$ cat src/hw/rtl/css_pkg.sv
// package for the color signature similarity unit
// shared widths, entry and command types and reset threshold; no dependencies
package css_pkg;
  localparam int Entries = 8;
  localparam int IdxW = (Entries > 1) ? $clog2(Entries) : 1;
  localparam int CntW = $clog2(Entries + 1);
  localparam int TotW = 16 + CntW;
  localparam logic [15:0] ThreshReset = 16'd6554;

  typedef struct packed {
    logic [15:0] weight;
    logic [15:0] red;
    logic [15:0] green;
    logic [15:0] blue;
  } entry_t;

  typedef struct packed {
    logic       last;
    logic [1:0] empty;
  } cmd_t;
endpackage

$ cat src/hw/rtl/css_front.sv
// front end: stores entries, tracks empty flags, queues compare commands
// depends on css_pkg
module css_front (
  input  logic                  clk_i,
  input  logic                  rst_ni,
  input  logic                  start_i,
  input  logic                  set_sel_i,
  input  logic [2:0]            slot_i,
  input  css_pkg::entry_t       entry_i,
  input  logic                  sig_empty_i,
  input  logic                  last_i,
  input  logic                  back_busy_i,
  input  logic                  cmd_pop_i,
  input  logic                  rd_set_i,
  input  logic [css_pkg::IdxW-1:0] rd_idx_i,
  output css_pkg::entry_t       rd_data_o,
  output logic                  cmd_valid_o,
  output css_pkg::cmd_t         cmd_o,
  output logic                  busy_o
);
  import css_pkg::*;
  entry_t     store_a [Entries];
  entry_t     store_b [Entries];
  logic [1:0] empty_q, empty_d;
  logic       qv_q;
  cmd_t       qcmd_q;
  logic       acc;

  assign busy_o = qv_q || back_busy_i;
  assign acc = start_i && !busy_o;

  always_comb begin
    empty_d = empty_q;
    if (acc) empty_d[set_sel_i] = sig_empty_i;
  end

  always_ff @(posedge clk_i) begin
    if (acc && (32'(slot_i) < Entries)) begin
      if (set_sel_i) store_b[IdxW'(slot_i)] <= entry_i;
      else store_a[IdxW'(slot_i)] <= entry_i;
    end
    rd_data_o <= rd_set_i ? store_b[rd_idx_i] : store_a[rd_idx_i];
  end

  always_ff @(posedge clk_i or negedge rst_ni) begin
    if (!rst_ni) begin
      empty_q <= '0;
      qv_q    <= 1'b0;
      qcmd_q  <= '0;
    end else begin
      empty_q <= empty_d;
      if (acc && last_i) begin
        qv_q   <= 1'b1;
        qcmd_q <= '{last: 1'b1, empty: empty_d};
      end else if (cmd_pop_i) begin
        qv_q <= 1'b0;
      end
    end
  end
  assign cmd_valid_o = qv_q;
  assign cmd_o = qcmd_q;
endmodule

$ cat config.mk
export PLATFORM = sky130hd
export DESIGN_NAME = css_front
export DESIGN_NICKNAME = d
export VERILOG_FILES = /design/src/hw/rtl/css_pkg.sv /design/src/hw/rtl/css_front.sv
export SDC_FILE = /design/constraint.sdc
export NUM_CORES = 1
export LEC_CHECK = 0
export ABC_CLOCK_PERIOD_IN_PS = 7800
export BUFFER_PORTS_ARGS = -buffer_cell sky130_fd_sc_hd__buf_2
export CORE_MARGIN = 2
export CORE_UTILIZATION = 60
export DETAILED_ROUTE_END_ITERATION = 8
export PLACE_DENSITY = 0.78
export SLEW_MARGIN = 10
export SYNTH_ARGS = -nofsm -noshare
export SYNTH_HDL_FRONTEND = slang
export SYNTH_SLANG_ARGS = --single-unit
$ cat constraint.sdc
create_clock -name clk_i -period 7.8 [get_ports clk_i]
set_input_delay 0.78 -clock clk_i [delete_from_list [all_inputs] [get_ports clk_i]]
set_output_delay 0.78 -clock clk_i [all_outputs]
set_load 0.01 [all_outputs]
; ---- After elaboration in Yosys (flattened, before gate mapping)
; Memory sizes are Yosys's and may differ from the RTL's.
; Cells that the tools add are included.
[totals]
ff_bits = 70
ramBits = 1024
in_bits = 79
output_inout_bits = 69
word_cells = 31
mem_count = 2
[memory_table]
columns = memory, words, width, rd, rd_clocked_by_memory_dff, wr, line
row1 = store_a, 8, 64, 1, 0, 1, css_front.sv:22  ; entry_t store_a [Entries];
row2 = store_b, 8, 64, 1, 0, 1, css_front.sv:23  ; entry_t store_b [Entries];
[classes]
magnitude_cmp = 2
muxes = 13
reduce_logical = 6
[op_table]
columns = cell, count
row1 = 2-to-1 mux 64 bit, 1
row2 = 2-to-1 mux 1 bit, 9
row3 = logical AND 1 bit, 3
row4 = bitwise mux 2 bit, 1
row5 = less-than comparator 1 x 2 -> 1 bit (second input constant), 1
row6 = 2-to-1 mux 2 bit, 1
row7 = nonzero test 2 bit, 1
row8 = demux 1 bit (select 1 bit), 1
row9 = greater-or-equal comparator 1 bit (second input constant), 1
row10 = logical NOT 1 bit, 1
row11 = logical OR 1 bit, 1

; ---- Logic depth before layout (Yosys ltp)
[depth]
depth_word = 6
ltp_mapped = 6
depth_no_buf = 3

; ---- Worst setup path before layout
; Ideal clock, no wire load.
[synth_timing]
path_type = input to register
startpoint = input back_busy_i
endpoint = memory store_a[1][0] (netlist name) (enable)
arrival_time_ns = 5.775
required_ns = 7.235
slack_ns = 1.460
path_stages = 3
path_buffers = 0
path_cell_list = nor4b_1 nand2_1 nor3_1
[synth_between]
elab_chain_len = 5
[synth_lines]
columns = element, line
row1 = from (decl), css_front.sv:12  ; input logic back_busy_i,
row2 = logical OR 1 bit, css_front.sv:29  ; assign busy_o = qv_q || back_busy_i;
row3 = logical NOT 1 bit, css_front.sv:30  ; assign acc = start_i && !busy_o;
row4 = logical AND 1 bit, css_front.sv:30
row5 = 2-to-1 mux 1 bit, css_front.sv:38  ; if (acc && (32'(slot_i) < Entries)) begin
row6 = 2-to-1 mux 1 bit (implied by the code), css_front.sv:40  ; else store_a[IdxW'(slot_i)] <= entry_i;
row7 = to (decl), css_front.sv:22
; No other way between the ends.

; ---- Final worst setup path
[layout_timing]
startpoint = register qv_q (netlist: cmd_valid_o)
endpoint = memory store_b[3][43] (netlist name) (enable)
[layout_between]
elab_chain_len = 5
[layout_lines]
columns = element, line
row1 = from (decl), css_front.sv:25  ; logic qv_q;
row2 = from (signal assigned), css_front.sv:48  ; qv_q <= 1'b0;
row3 = from (signal assigned), css_front.sv:53  ; qv_q <= 1'b1;
row4 = from (signal assigned), css_front.sv:56  ; qv_q <= 1'b0;
row5 = logical OR 1 bit, css_front.sv:29
row6 = logical NOT 1 bit, css_front.sv:30
row7 = logical AND 1 bit, css_front.sv:30
row8 = 2-to-1 mux 1 bit, css_front.sv:38
row9 = 2-to-1 mux 1 bit (implied by the code), css_front.sv:39  ; if (set_sel_i) store_b[IdxW'(slot_i)] <= entry_i;
row10 = to (decl), css_front.sv:23
; No other way between the ends.

==> run summary <==
In this run the critical register-to-register path is launched from cmd_valid_o. Measured along the x axis, the die boundary spans 262 um. Data arrives at the worst endpoint at 3.57 ns.

The most common library cell in the layout ignoring fill and taps was sky130_fd_sc_hd__edfxtp_1. Post-CTS timing repair inserted 0 buffers for setup. The logs give 25.8% for the all-layer global routing usage and 0 for the number of max-cap violations. Summed over all cells, the static leakage comes to 14.5 nW.

For this block, the initial DRC count from the detailed router was 2304. TritonCTS built the clock tree. For the final database, setup skew stands at 0.0152 ns.

The final number of max-transition violations came out at 0. For the worst supply voltage drop on vdd, the log shows 279 uV. The run finished with clean final reports.

After floorplanning, the core was sized to cover 65700 um^2. Setup total negative slack on the finished layout was measured at 0 ns. In the synthesized netlist the async set-or-reset flop fraction comes to 0.548%. Headroom to the max-slew limit came out at 15.4%.

The count of state elements after synthesis came out at 1094. The maximum cell stage delay along the critical path was 0.81 ns. Cells fill 68.4% of the core in the end. The first detailed-routing pass ran for 7 iterations.

The primary flip-flop cell chosen by synthesis mapping was sky130_fd_sc_hd__edfxtp_1. The detail-routed net length per standard cell was 30.6 um. The number of sinks driven by the clock tree was 1094; the initial antenna violation count was 6. The number of clock buffers added by TritonCTS is 103. Of the total synthesized cell area, the portion taken by XOR and XNOR cells is 0%.

Dominant combinational cell family by area after synthesis: multiplexers. For the required time of the worst setup path, the log shows 8.08 ns. The fraction of layout instances using a drive strength above 1 is 31.4%. The final layout contains routed wiring with a total length of 86.2 mm.

The area growth from synthesis to layout is 12.9%. CTS built an H-tree with a depth of 3. Capture instance of the worst register-to-register path: store_b[3][43].

The path class of the tightest hold or removal check is input pin to flip-flop. In the routed layout, each cell is associated on average with a via count of 6.60. The worst setup path endpoint was store_b[3][43]. For this run, the top clock speed supported by timing is 304 MHz. The die outline area is 68500 um^2. The run gives 4.51 ns as the setup slack of the worst register-to-register path. Gates resized during post-CTS repair numbered 0.

The sequential area share after synthesis was 80.8%; the final cycle utilization of the critical path was 42.2%. The power per cell area is 266 nW/um^2, and the largest net degree at the start of global routing is 141. The net count after synthesis was 1747; the total number of vias was 18600.

The critical path crosses 4 cells after its start point. Setup violations remaining at the end of the flow were counted as 0. The synthesized netlist devotes 1.04% of its cell area to simple gates. The critical path starts at cmd_valid_o.

The worst setup path is of the flip-flop to flip-flop kind. Clock root buffer: sky130_fd_sc_hd__clkbuf_16. 0 antenna diodes ended up in the layout.

The latest clock arrival within the worst-skew pair came out at 0.66 ns. After synthesis, the share of cell area in mux cells is 14.6%. Pin placement for this block handled 148 I/O pins. After Yosys synthesis, full adders, half adders and majority gates account for 0% of the synthesized area. Leaving out fill and tap cells, the most frequent cells in the layout are sky130_fd_sc_hd__edfxtp_1 (1024), sky130_fd_sc_hd__mux4_2 (256), sky130_fd_sc_hd__buf_2 (145), sky130_fd_sc_hd__a22oi_1 (128), sky130_fd_sc_hd__clkbuf_16 (106). Count of buffer and inverter cells on the critical path: 1.

No sink is reached through more buffers than the 3 on the longest clock path. STA classifies the critical path endpoint as a flip-flop. The y dimension of the die is 262 um. STA classifies the critical path startpoint as a flip-flop. Clock-pin slew was measured on the worst setup and hold paths at 0.06 ns.

The run gives 127 mm as the wire length of the first global-routing pass. Walking the worst path, the cells encountered are nor4bb_1 > nand2_1 > nor2_4 > buf_4. The tools report the number of core rows as 94.

The post-synthesis compound-gate area fraction was 2.46%; the port buffer count was 147. The netlist uses 24 different library cells. Summed over all nets, the half-perimeter wirelength after detailed placement is 38.4 mm.

Count of antenna-violating nets left after detailed routing: 0. The tools report the instance area after placement as 41600 um^2. Along the worst path, the maximum fanout reaches 46. Routability-driven placement finished with a final weighted congestion of 0.738.

The count of final hold-check violations is 0. Family of cells with the greatest summed delay on the critical path: simple AND/OR/NAND/NOR gates. The cell area after synthesis is 39800 um^2. Once the floorplan was initialized, standard cells occupied 60.6% of the core.

The number of global-route vias before repair is 19400. The net count of the finished layout was 1940. The smallest clock period supported by the final layout is computed as 3.29 ns. The average cell area after synthesis is 23.9 um^2, and the number of filler instances in the final layout is 3792. Setup repair after global routing left no endpoint under its margin. The post-layout instance area is 45000 um^2, and the number of synthesized flops with an enable pin is 1024. The number of standard cells after synthesis is 1668. Among all stages on the critical path, the largest delay is contributed by sky130_fd_sc_hd__buf_4. The number of remaining DRC errors was 0. The number of cells on the worst reg-to-reg path was 4. The slew of the pin with the lowest slew margin is 1.27 ns, and the remaining global-route overflow is 0.

For this run, the number of Yosys warnings is 0.
[worst min-delay path by stage]
| stage | start | end | slack (ns) | depth (start not counted) |
|---|---|---|---|---|
| finish | cmd_pop_i | cmd_valid_o | 0.39 | 3 |
| global route | cmd_pop_i | cmd_valid_o | 0.38 | 3 |
| CTS | cmd_pop_i | cmd_valid_o | 0.36 | 3 |
| detailed placement | cmd_o[2] | cmd_o[2] | 0.45 | 1 |
| global placement | cmd_o[2] | cmd_o[2] | 0.45 | 1 |
| floorplan | rst_ni | cmd_o[0] | 0.48 | 0 |
[sequential cells by signal (all words and copies together) (netlist names)]
name and cells:
store_a 512, store_b 512, rd_data_o 64, cmd_o 3, empty_q 2, cmd_valid_o 1
[what timing repair did]
item	in CTS	in global routing
setup endpoints to repair	0	0
hold buffers	1	0
endpoints found under the hold margin	6	0
[cells by family (layout without fill, tap and decap cells)]
logic type	count (synthesis)	in the layout
buffers and inverters	85	368
AO/OA/AOI/OAI	131	131
multiplexers	260	260
flip-flops	1094	1094
AND/OR/NAND/NOR	98	98
[tightest hold or removal path, stage by stage]
cell and delay, ns:
sky130_fd_sc_hd__buf_2 0.09, sky130_fd_sc_hd__inv_1 0.04, sky130_fd_sc_hd__a21o_1 0.10
[power breakdown]
group,switching [W],internal [W]
Clock,0.00212,0.00280
Sequential,0.0000293,0.00649
Combinational,0.000317,0.000204
[cell usage after synthesis (6+ instances only)]
master	count	area share, %
sky130_fd_sc_hd__dfxtp_1	64	3.2
sky130_fd_sc_hd__clkbuf_1	36	0.34
sky130_fd_sc_hd__dfrtp_1	6	0.38
sky130_fd_sc_hd__buf_2	13	0.16
sky130_fd_sc_hd__mux4_2	256	14
sky130_fd_sc_hd__buf_1	16	0.15
sky130_fd_sc_hd__nand2_1	67	0.63
sky130_fd_sc_hd__nor2_1	15	0.14
sky130_fd_sc_hd__edfxtp_1	1024	77
sky130_fd_sc_hd__buf_4	6	0.11
sky130_fd_sc_hd__a22oi_1	128	2.4
sky130_fd_sc_hd__buf_6	13	0.37
[final cells by class]
| class | instances | area [um^2] | share of cell area, % |
|---|---|---|---|
| clock buffers | 141 | 2910 | 6.48 |
| clock inverters | 54 | 468 | 1.04 |
| inverters | 1 | 3.75 | 0.00835 |
| multi-input cells | 489 | 7330 | 16.3 |
| flip-flops and latches | 1094 | 32200 | 71.6 |
| well taps | 864 | 1080 | 2.40 |
| repair buffers | 172 | 983 | 2.19 |
[routing by layer]
| metal | wire length, um | up-vias | share of wire (%) | global-route usage [%] |
|---|---|---|---|---|
| li1 | - | 7517 | - | - |
| met5 | 59 | - | 0.068 | 0 |
| met2 | 44000 | 1134 | 51 | 42.2 |
| met3 | 7980 | 144 | 9.3 | 5.23 |
| met4 | 1900 | 8 | 2.2 | 7.67 |
| met1 | 32300 | 9783 | 37 | 36.1 |
[through the flow]
stage / setup WS [ns] / hold slack, ns / power (W) / std cells
floorplan: 1.46 / 0.480 / 0.00694 / 1668
global placement: 4.04 / 0.451 / 0.00714 / 2619
detailed placement: 3.99 / 0.447 / 0.00716 / 2619
CTS: 4.45 / 0.359 / 0.0120 / 2815
global route: 4.24 / 0.381 / 0.0123 / 2815
finish: 4.51 / 0.386 / 0.0120 / 2815
(Power assumes the default switching activity.)
